[config.mk]
export PLATFORM = sky130hd
export DESIGN_NAME = sbpq_ram
export DESIGN_NICKNAME = d
export VERILOG_FILES = /design/src/design/shared_buffer_priority_queue_unit_defines.svh /design/src/design/sbpq_ram.sv
export SDC_FILE = /design/constraint.sdc
export NUM_CORES = 1
export LEC_CHECK = 0
export ABC_AREA = 0
export BUFFER_PORTS_ARGS = -buffer_cell sky130_fd_sc_hd__buf_2
export CAP_MARGIN = 20
export CORE_MARGIN = 2
export CORE_UTILIZATION = 61
export CTS_BUF_LIST = sky130_fd_sc_hd__clkbuf_4 sky130_fd_sc_hd__clkbuf_8 sky130_fd_sc_hd__clkbuf_16
export DETAILED_ROUTE_END_ITERATION = 8
export GPL_TIMING_DRIVEN = 1
export PLACE_DENSITY = 0.84
export SLEW_MARGIN = 30
export SYNTH_ARGS = -nofsm -noshare
export SYNTH_HDL_FRONTEND = slang
export SYNTH_SLANG_ARGS = --single-unit
[constraint.sdc]
create_clock -name i_clk -period 3.2 [get_ports i_clk]
set_clock_uncertainty 0.1 [all_clocks]
set_input_delay 0.48 -clock i_clk [delete_from_list [all_inputs] [get_ports i_clk]]
set_output_delay 0.48 -clock i_clk [all_outputs]
set_load 0.05 [all_outputs]
[src/design/shared_buffer_priority_queue_unit_defines.svh]
// Assertion macros shared by the priority queue RTL.
`ifndef SHARED_BUFFER_PRIORITY_QUEUE_UNIT_DEFINES_SVH
`define SHARED_BUFFER_PRIORITY_QUEUE_UNIT_DEFINES_SVH
`ifndef SYNTHESIS
`define SBPQ_ASSERT_IMP(label, clk, rst_n, ante, cons) \
    label: assert property (@(posedge clk) disable iff (!rst_n) (ante) |-> (cons)) \
        else $error("sbpq: same-cycle check failed");
`define SBPQ_ASSERT_NEXT(label, clk, rst_n, ante, cons) \
    label: assert property (@(posedge clk) disable iff (!rst_n) (ante) |=> (cons)) \
        else $error("sbpq: next-cycle check failed");
`else
`define SBPQ_ASSERT_IMP(label, clk, rst_n, ante, cons)
`define SBPQ_ASSERT_NEXT(label, clk, rst_n, ante, cons)
`endif
`endif

[src/design/sbpq_ram.sv]
// Generic simple dual-port RAM with registered read.
`timescale 1ns / 1ps
`default_nettype none
module sbpq_ram #(
    parameter int WIDTH = 8,
    parameter int DEPTH = 32
) (
    input  wire logic                     i_clk,
    input  wire logic                     i_we,
    input  wire logic [$clog2(DEPTH)-1:0] i_waddr,
    input  wire logic [WIDTH-1:0]         i_wdata,
    input  wire logic                     i_re,
    input  wire logic [$clog2(DEPTH)-1:0] i_raddr,
    output logic      [WIDTH-1:0]         o_rdata
);
    logic [WIDTH-1:0] r_mem [DEPTH];

    always_ff @(posedge i_clk) begin
        if (i_we) begin
            r_mem[i_waddr] <= i_wdata;
        end
        if (i_re) begin
            o_rdata <= r_mem[i_raddr];
        end
    end
endmodule
`default_nettype wire

* Yosys cells after proc, flatten, opt, wreduce, memory -nomap -nowiden
Memory sizes are Yosys's and may differ from the RTL's. A register that Yosys moved wholly into a read port is not among the register bits.
Cells that the tools add are included.
** Word-level totals
- Memories kept :: 1
- RAM bits :: 256
- Bits in registers :: 0
- Input port bits :: 21
- Output and inout bits :: 8
- Logic and storage cells :: 3
** Memory list
- r_mem :: depth 32, bits a word 8, read ports 1, clocked after Yosys merged registers in 1, wr ports 1, RTL line sbpq_ram.sv:16 : logic [WIDTH-1:0] r_mem [DEPTH];
** Cells by class
- Multiplexer cells :: 2
** Operators with widths (number)
- two-way mux 1 bit :: 2

* Longest topological paths before layout
Gate-level depths: netlist of the first run.
- Depth after elaboration :: 2
- Depth in mapped cells :: 5
- Depth with buffers taken out :: 3

* Least setup slack after synthesis of the first run
No wires, ideal clock.
- Path type :: input port to flip-flop
- From :: in i_raddr[2]
- To :: reg o_rdata[0] (read register of r_mem), data pin
- Arrival time :: 2162 ps
- Data required time :: 2840 ps
- Library setup time :: 260 ps
- Path buffers :: 2
- Stages on the path :: 5
- Slack :: 678 ps
- Path through :: clkbuf_1 > clkbuf_1 > mux4_2 > mux4_2 > mux2_2
** RTL lines
- from (decl) :: RTL line sbpq_ram.sv:13 : input wire logic [$clog2(DEPTH)-1:0] i_raddr,
- to (decl) :: RTL line sbpq_ram.sv:14 : output logic [WIDTH-1:0] o_rdata

==> results.json, run 1 <==
{
  "slowest_delay_ps": 590,
  "crit_type": "in -> reg",
  "ctsHoldBuffers": 0,
  "via_count": 4680,
  "firstDrtPassIters": 5,
  "reg2reg_from": "r_mem[6][1]",
  "combPwrFrac_pct": 5.5,
  "hold_viol": 0,
  "post_cts_resize_count": 0,
  "ys_seq_elements": 264,
  "cts.path.max_buffers": 3,
  "fin_crit_sh_pct": 67.46,
  "p_clk_share_pct": 39.6,
  "p_leak_nw": 3.562,
  "rrSetupSlack_ps": 1110,
  "syn_inst": 417,
  "crit_end": "o_rdata[6]",
  "power_density_nw_per_um2": 620.5,
  "synth_nets": 438,
  "timing.setup.tns_ps": 0,
  "syn_area_um2": 10130,
  "slew_viol_final": 0,
  "grt_max_degree": 65,
  "maxSlewHeadroom_pct": 31.72,
  "power_mw": 7.057,
  "rows": 47,
  "synth_edf_count": 264,
  "reg2reg_to": "o_rdata[1]",
  "yosys_warnings": 0,
  "routed_wl_um": 21740,
  "critPathCaptureType": "flop",
  "setup_viol_count_final": 0,
  "ios": 29,
  "fillers": 898,
  "ys_seq_area_share_pct": 78.23,
  "grt_antenna_before_repair": 0,
  "cts_setup_buffers": 0,
  "cts_buffers": 25,
  "fin_hold_ws_ps": 253.5,
  "irDropWorstVdd_mv": 0.4342,
  "rsz0062_at_grt": "no",
  "die_h_um": 132.9,
  "crit_start": "i_raddr[0]",
  "path_buf_inv": 2,
  "dp_hpwl_um": 12560,
  "drive_above_1_share_pct": 35.26,
  "synth_commonest_cells": "264 x edfxtp_1, 80 x mux4_2, 33 x nor2_1",
  "final_antenna_net_count": 0,
  "grt_pass1_wl_um": 32020,
  "io_buffer_count": 28,
  "status": "finished clean",
  "gp_congestion": 0.8023,
  "n_antenna_cell": 0,
  "hp-class": "in -> reg",
  "p_sw_share_pct": 20.37,
  "crit_slowest_cell": "mux4_2",
  "start_util_pct": 61.76,
  "drc": 0,
  "async_flop_share_pct": 0,
  "crit_chain": "buf_4 -> buf_12 -> mux4_2 -> mux4_2 -> mux2_2",
  "clkTransAtPathRegs_ps": 60,
  "tightest_slew_ps": 1020,
  "avgViaCountPerCell": 6.638,
  "placeableCoreArea_um2": 16410,
  "cap_violations": 0,
  "drtIter0Drc": 564,
  "cts_tree": "done",
  "root_buffer": "clkbuf_16",
  "synth_ff_type": "edfxtp_1",
  "crit_cells": 5,
  "start_kind": "input port",
  "cts_sinks": 264,
  "setup_ws_ps": 1041,
  "layout.nets": 488,
  "min_period_ps": 2159,
  "synth.most_common_cell": "edfxtp_1",
  "synth_cell_types": 14,
  "synth_area_leaders": "edfxtp_1 78%, mux4_2 18%, nor2_1 1.2%",
  "synth_top_area_share_pct": 78.23,
  "fp.dieW_um": 132.9,
  "synth_top_cell_by_area": "edfxtp_1",
  "p_sw_mw": 1.437,
  "p_int_mw": 5.620,
  "clock.fmax_mhz": 463.2,
  "post-place-ws_ps": 517.0,
  "worstRegToRegCells": 3,
  "cp.required_ps": 3360,
  "gr-total-overflow": 0,
  "wl_per_cell_um": 30.83,
  "dieArea_um2": 17660,
  "crit_arrival_ps": 2320,
  "crit_top_cell": "mux4_2",
  "crit_family": "multiplexers",
  "area_growth_pct": 12.24,
  "first_global_vias": 4776,
  "cts.htree.levels": 1,
  "seqPwrFrac_pct": 54.9,
  "track_usage_pct": 25.58,
  "clkLatencyLatePin_ps": 520,
  "syn_area_per_cell_um2": 24.30,
  "cp_max_fo": 38
}
## metal layers
layer | GRT usage, % | vias up | wire [µm]
met1 | 37.08 | 2448 | 8247
met4 | 8.423 | 0 | 555
met3 | 6.130 | 34 | 2272
li1 | - | 1883 | -
met2 | 39.58 | 315 | 10660
met5 | 0 | - | 0
## worst min-delay path by stage
| stage | depth (start not counted) | slack (ps) | startpoint | end |
|---|---|---|---|---|
| after global placement | 1 | 770 | i_re | o_rdata[2] |
| after global routing | 1 | 240 | i_re | o_rdata[5] |
| final | 1 | 250 | i_re | o_rdata[5] |
| after CTS | 1 | 240 | i_re | o_rdata[5] |
| after detailed placement | 1 | 780 | i_re | o_rdata[2] |
| after floorplan | 0 | 480 | i_wdata[0] | r_mem[0][0] |
## layout by cell type, fill, tap and decap left out
cell       count
bufinv_16      2
clkbuf_16     25
or3b_2         3
mux4_2        80
nand3b_1       5
clkinv_1      12
edfxtp_1     264
or3_1          1
nand2_1        1
buf_12         3
nand3_1        2
clkbuf_4       3
nor2_1        29
buf_4         13
clkinv_2       3
buf_2         27
nor2_2         4
mux2_2         8
## power groups by stage
stage                     Clock (mW)  Combinational (mW)  Sequential [mW]
after floorplan                    0               0.205             3.98
after global placement             0               0.365             3.95
after detailed placement           0               0.380             3.95
after CTS                       2.82               0.386             3.88
after global routing            2.94               0.407             3.88
final                           2.79               0.386             3.88
## cell families (layout without fill, tap and decap cells)
kind of cell | Yosys count | count (layout) | synth area share, %
buf+inv | 20 | 88 | 1.049
flops | 264 | 264 | 78.23
mux | 88 | 88 | 18.67
simple gates | 45 | 45 | 2.050
## worst reg2reg max path: cells and delay by family, from the launching register on
kind,cells,cell delay (ps)
multiplexers,3,1350
flip-flops,1,380
## flip-flops by register name, indices dropped and copies added, names as in the netlist
name     flops
o_rdata      8
r_mem      256
## stage by stage
stage / cell area, µm² / instances / util (%)
global placement: 10600 / 660 / 64.58
CTS: 11370 / 705 / 69.27
detailed placement: 10600 / 660 / 64.59
finish: 11370 / 705 / 69.32
global route: 11370 / 705 / 69.32
floorplan: 10130 / 417 / -
## area by class of cell
| class | instances | area [µm²] | share of cell area (%) |
|---|---|---|---|
| clock buffers | 28 | 648.1 | 5.699 |
| clock inverters | 17 | 120.1 | 1.056 |
| multi-input cells | 133 | 2110 | 18.55 |
| flip-flops and latches | 264 | 7928 | 69.70 |
| well taps | 220 | 275.3 | 2.420 |
| repair buffers | 43 | 292.8 | 2.574 |
Power figures use the tool's default switching activity.
==> run 2, diff against run 1 <==
ABC_AREA = 1   (was 0)
CORE_UTILIZATION = 62   (was 61)
PLACE_DENSITY = 0.85   (was 0.84)
clock period = 2 ns   (was 3.2 ns; I/O delays follow)
==> run 2 against run 1 <==
Area after synthesis increased by 7.2%; power is 60% higher; final area increased by 6.3%; utilization up 0.82 points; register-to-register slack worse by 610 ps; via count up 57%; count of clock-buffer cells in the layout up 2; worst hold slack lost 200 ps; setup slack worse by 680 ps; critical path type is now reg -> out; critical endpoint is now o_rdata[3].
==> results.json, run 2 <==
{
  "start_kind": "flop",
  "firstDrtPassIters": 6,
  "gp_congestion": 0.8802,
  "synth_ff_type": "edfxtp_1",
  "synth_top_area_share_pct": 72.95,
  "timing.setup.tns_ps": 0,
  "first_global_vias": 7195,
  "grt_antenna_before_repair": 1,
  "post-place-ws_ps": 173.0,
  "synth_top_cell_by_area": "edfxtp_1",
  "slew_viol_final": 0,
  "syn_inst": 922,
  "syn_area_per_cell_um2": 11.79,
  "async_flop_share_pct": 0,
  "crit_family": "flip-flops",
  "hold_viol": 0,
  "syn_area_um2": 10870,
  "synth_area_leaders": "edfxtp_1 73%, nand2_1 12%, nand3_1 9.4%",
  "critPathCaptureType": "output port",
  "crit_type": "reg -> out",
  "ys_seq_elements": 264,
  "layout.nets": 998,
  "synth_cell_types": 11,
  "tightest_slew_ps": 715.2,
  "power_density_nw_per_um2": 934.4,
  "cts.path.max_buffers": 3,
  "fillers": 1116,
  "crit_arrival_ps": 1240,
  "area_growth_pct": 11.26,
  "cts_setup_buffers": 0,
  "layout_commonest_cell": "nand2_1",
  "setup_viol_count_final": 0,
  "post_cts_resize_count": 0,
  "cp.required_ps": 1600,
  "crit_chain": "buf_2",
  "fin_hold_ws_ps": 50.90,
  "gr-total-overflow": 0,
  "wl_per_cell_um": 20.32,
  "placeableCoreArea_um2": 17240,
  "avgViaCountPerCell": 6.038,
  "cp_max_fo": 1,
  "seq_area_um2": 7928,
  "cap_violations": 0,
  "regMostFlops": "r_mem",
  "start_util_pct": 63.04,
  "grt_max_degree": 71,
  "path_buf_inv": 1,
  "dp_hpwl_um": 14480,
  "hp-class": "in -> reg",
  "irDropWorstVdd_mv": 0.7331,
  "drive_above_1_share_pct": 11.59,
  "synth_nets": 943,
  "synth.most_common_cell": "nand2_1",
  "yosys_warnings": 0,
  "mostFrequentLayoutCells": "360 x nand2_1, 264 x edfxtp_1, 204 x nand3_1, 48 x buf_4, 32 x nor2_1",
  "dieArea_um2": 18600,
  "min_period_ps": 1637,
  "largest_reg_flops": 256,
  "crit_slowest_cell": "edfxtp_1",
  "drtIter0Drc": 1201,
  "clkLatencyLatePin_ps": 520,
  "drc": 0,
  "die_h_um": 136.4,
  "synth_edf_count": 264,
  "cts.htree.levels": 1,
  "fin_crit_sh_pct": 81.83,
  "setup_ws_ps": 363.4,
  "clock.fmax_mhz": 611.0,
  "io_buffer_count": 28,
  "status": "finished clean",
  "slowest_delay_ps": 410,
  "clkTransAtPathRegs_ps": 70,
  "track_usage_pct": 28.09,
  "routed_wl_um": 24750,
  "cts_sinks": 264,
  "rows": 48,
  "fp.dieW_um": 136.4,
  "ys_seq_area_share_pct": 72.95,
  "root_buffer": "clkbuf_16",
  "synth_commonest_cells": "360 x nand2_1, 264 x edfxtp_1, 204 x nand3_1",
  "ios": 29,
  "cts_tree": "done",
  "maxSlewHeadroom_pct": 52.32,
  "multi_input_area_um2": 2492,
  "final_antenna_net_count": 0,
  "ctsHoldBuffers": 0,
  "top_regs": "r_mem (256), o_rdata (8)",
  "rsz0062_at_grt": "no",
  "via_count": 7354,
  "cts_buffers": 24,
  "p_leak_nw": 4.560,
  "grt_pass1_wl_um": 39050
}
run 2: changes by cell type after synthesis, sizes merged:
cell    previous run  this run
or3                1         0
mux4              80         0
inv                0        10
or3b               3         0
nand3b             5         0
nand2              1       360
clkbuf             6         7
nand3              2       204
buf               14        45
nor2              33        32
mux2               8         0
run 2: stage by stage:
stage	instances	utilization (%)	total power, mW	area (µm²)
floorplan	922	-	6.801	10870
global placement	1176	65.88	7.060	11360
detailed placement	1176	65.88	7.085	11360
CTS	1217	70.13	11.30	12090
global route	1217	70.13	11.62	12090
finish	1218	70.14	11.30	12090
run 2: worst paths after layout:
kind	slack (ps)	cells after the start	end	startpoint
max	360	1	o_rdata[3]	o_rdata[3]
min	50	1	o_rdata[3]	i_re
max reg2reg	500	8	o_rdata[1]	r_mem[21][1]
min reg2reg	770	8	o_rdata[1]	r_mem[28][1]
run 2: cells by family (layout without fill, tap and decap cells):
family                 after synthesis  after routing  synth area share (%)
flip-flops                         264            264                 72.95
AND/OR/NAND/NOR                    596            596                 22.94
other                                0              1                     0
buffers and inverters               62            132                 4.111
run 2: metal layers:
layer | track usage, % | up-vias | wire length, µm
li1 | - | 3310 | -
met1 | 39.37 | 3481 | 9392
met2 | 45.14 | 499 | 12140
met3 | 4.586 | 64 | 2514
met4 | 10.36 | 0 | 708
met5 | 0 | - | 0
run 2: cell type report:
cell class	instances	share of cell area (%)
clock inverter	11	0.5692
antenna	1	0.02070
tap	225	2.328
clock buffer	30	5.485
sequential	264	65.57
inverter	10	0.3208
timing repair buffer	81	5.092
multi-input combinational	596	20.61
run 2: power breakdown:
group | internal (mW) | switching [mW] | leakage [nW] | total (mW)
clock network | 2.45 | 1.86 | 0.363 | 4.31
logic | 0.206 | 0.579 | 1.81 | 0.786
registers | 6.17 | 0.0260 | 2.39 | 6.20
==> run 3, diff against run 2 <==
clock period = 1.7 ns   (was 2 ns; I/O delays follow)
==> run 3 against run 2 <==
Utilization grew 2.5 points; wire length is 8.5% higher; register-to-register slack worse by 240 ps; sequential cell count stayed put; sequential share of layout area fell by 2.3 points; die area unchanged; non-clock buffer count rose by 12; highest routed layer unchanged; worst hold slack improved by 6.8 ps; power up 29%.
==> results.json, run 3 (same netlist as run 2, synthesis figures left out) <==
{
  "crit_chain": "buf_2",
  "holdPathEnd": "r_mem[29][4]",
  "placeableCoreArea_um2": 17240,
  "ios": 29,
  "fin_crit_sh_pct": 92.96,
  "first_global_vias": 7425,
  "cts.htree.levels": 1,
  "gr-total-overflow": 0,
  "crit_family": "flip-flops",
  "grt_antenna_before_repair": 0,
  "start_util_pct": 63.04,
  "hold_viol": 0,
  "largest_reg_flops": 256,
  "gp_congestion": 0.8638,
  "clkLatencyLatePin_ps": 540,
  "p_sw_mw": 3.152,
  "regMostFlops": "r_mem",
  "avgViaCountPerCell": 6.179,
  "dp_hpwl_um": 15550,
  "fin_hold_ws_ps": 57.73,
  "rsz0062_at_grt": "no",
  "n_antenna_cell": 0,
  "power_density_nw_per_um2": 1168,
  "firstDrtPassIters": 6,
  "layout_commonest_cell": "nand2_1",
  "reg2reg_from": "r_mem[28][1]",
  "fp.dieW_um": 136.4,
  "crit_type": "reg -> out",
  "hold_depth": 1,
  "die_h_um": 136.4,
  "setup_viol_count_final": 0,
  "cp_max_fo": 1,
  "track_usage_pct": 29.91,
  "p_leak_nw": 4.764,
  "clkTransAtPathRegs_ps": 60,
  "crit_arrival_ps": 1230,
  "slowest_delay_ps": 400,
  "maxSlewHeadroom_pct": 53.67,
  "drive_above_1_share_pct": 13.75,
  "layout.nets": 1012,
  "combPwrFrac_pct": 6.9,
  "via_count": 7637,
  "p_sw_share_pct": 21.55,
  "min_period_ps": 1580,
  "mostFrequentLayoutCells": "360 x nand2_1, 264 x edfxtp_1, 204 x nand3_1, 49 x buf_4, 32 x nor2_1",
  "slew_viol_final": 0,
  "rows": 48,
  "p_int_mw": 11.47,
  "cp.required_ps": 1340,
  "top_regs": "r_mem (256), o_rdata (8)",
  "clock.fmax_mhz": 632.8,
  "critPathCaptureType": "output port",
  "tightest_slew_ps": 695.0,
  "seqPwrFrac_pct": 49.9,
  "io_buffer_count": 28,
  "dieArea_um2": 18600,
  "final_antenna_net_count": 0,
  "cts_tree": "done",
  "cts_sinks": 264,
  "wl_per_cell_um": 21.73,
  "irDropWorstVdd_mv": 0.9956,
  "drtIter0Drc": 1215,
  "p_clk_share_pct": 43.2,
  "routed_wl_um": 26860,
  "place_inst": 1186,
  "cts.path.max_buffers": 3,
  "crit_slowest_cell": "edfxtp_1",
  "start_kind": "flop",
  "path_buf_inv": 1,
  "drc": 0,
  "cts_buffers": 26,
  "rrSetupSlack_ps": 260,
  "grt_max_degree": 62,
  "root_buffer": "clkbuf_16",
  "final_cells": 1236,
  "worstRegToRegCells": 8,
  "reg2reg_to": "o_rdata[1]",
  "hold_start": "i_wdata[4]",
  "grt_pass1_wl_um": 41150,
  "area_growth_pct": 15.25,
  "cap_violations": 0,
  "hp-class": "in -> reg",
  "status": "finished clean"
}
==> run 3: what timing repair did <==
action                                  in CTS  in global routing
resized for setup                            0                  0
setup buffers                                0                  0
hold buffers                                 2                  0
endpoints found under the hold margin        9                  0
endpoints found under the setup margin       0                  0
==> run 3: metrics by stage <==
step	area (µm²)	util, %	power (mW)	setup slack [ps]	setup TNS [ps]
finish	12520	72.66	14.63	119.7	0
global placement	11540	66.97	8.362	-15.66	-18.30
CTS	12520	72.66	14.63	120.1	0
detailed placement	11540	66.97	8.389	-61.72	-192.1
floorplan	10870	-	8.002	311.0	0
global route	12520	72.66	14.98	86.89	0
==> run 3: layer usage <==
layer / vias up / track usage [%] / wire, µm
met4: 0 / 10.76 / 803
li1: 3342 / - / -
met2: 549 / 50.17 / 13270
met3: 78 / 4.810 / 2927
met5: - / 0 / 0
met1: 3668 / 40.06 / 9857
==> run 3: final cells by class <==
type	instances	area (µm²)
Multi-Input combinational cell	596	2492
Clock buffer	29	673.1
Tap cell	225	281.5
Clock inverter	19	286.5
Timing Repair Buffer	93	823.3
Sequential cell	264	7928
Inverter	10	38.79
Fill cell	1018	4713
==> run 3: power by group through the flow <==
stage | clock network, mW | logic [mW] | registers [mW]
after global placement | 0 | 0.934 | 7.43
final | 6.32 | 1.01 | 7.30
after CTS | 6.34 | 0.987 | 7.29
after global routing | 6.60 | 1.08 | 7.30
after detailed placement | 0 | 0.958 | 7.43
after floorplan | 0 | 0.522 | 7.48
==> run 3: worst max-delay path by stage <==
stage                     startpoint  depth (start not counted)  slack (ps)          end
after floorplan           i_waddr[0]                          3         310  r_mem[0][0]
after global placement    i_raddr[0]                         10         -20   o_rdata[7]
after detailed placement  i_raddr[0]                         10         -60   o_rdata[0]
after CTS                 o_rdata[2]                          1         120   o_rdata[2]
after global routing      o_rdata[2]                          1          90   o_rdata[2]
final                     o_rdata[2]                          1         120   o_rdata[2]
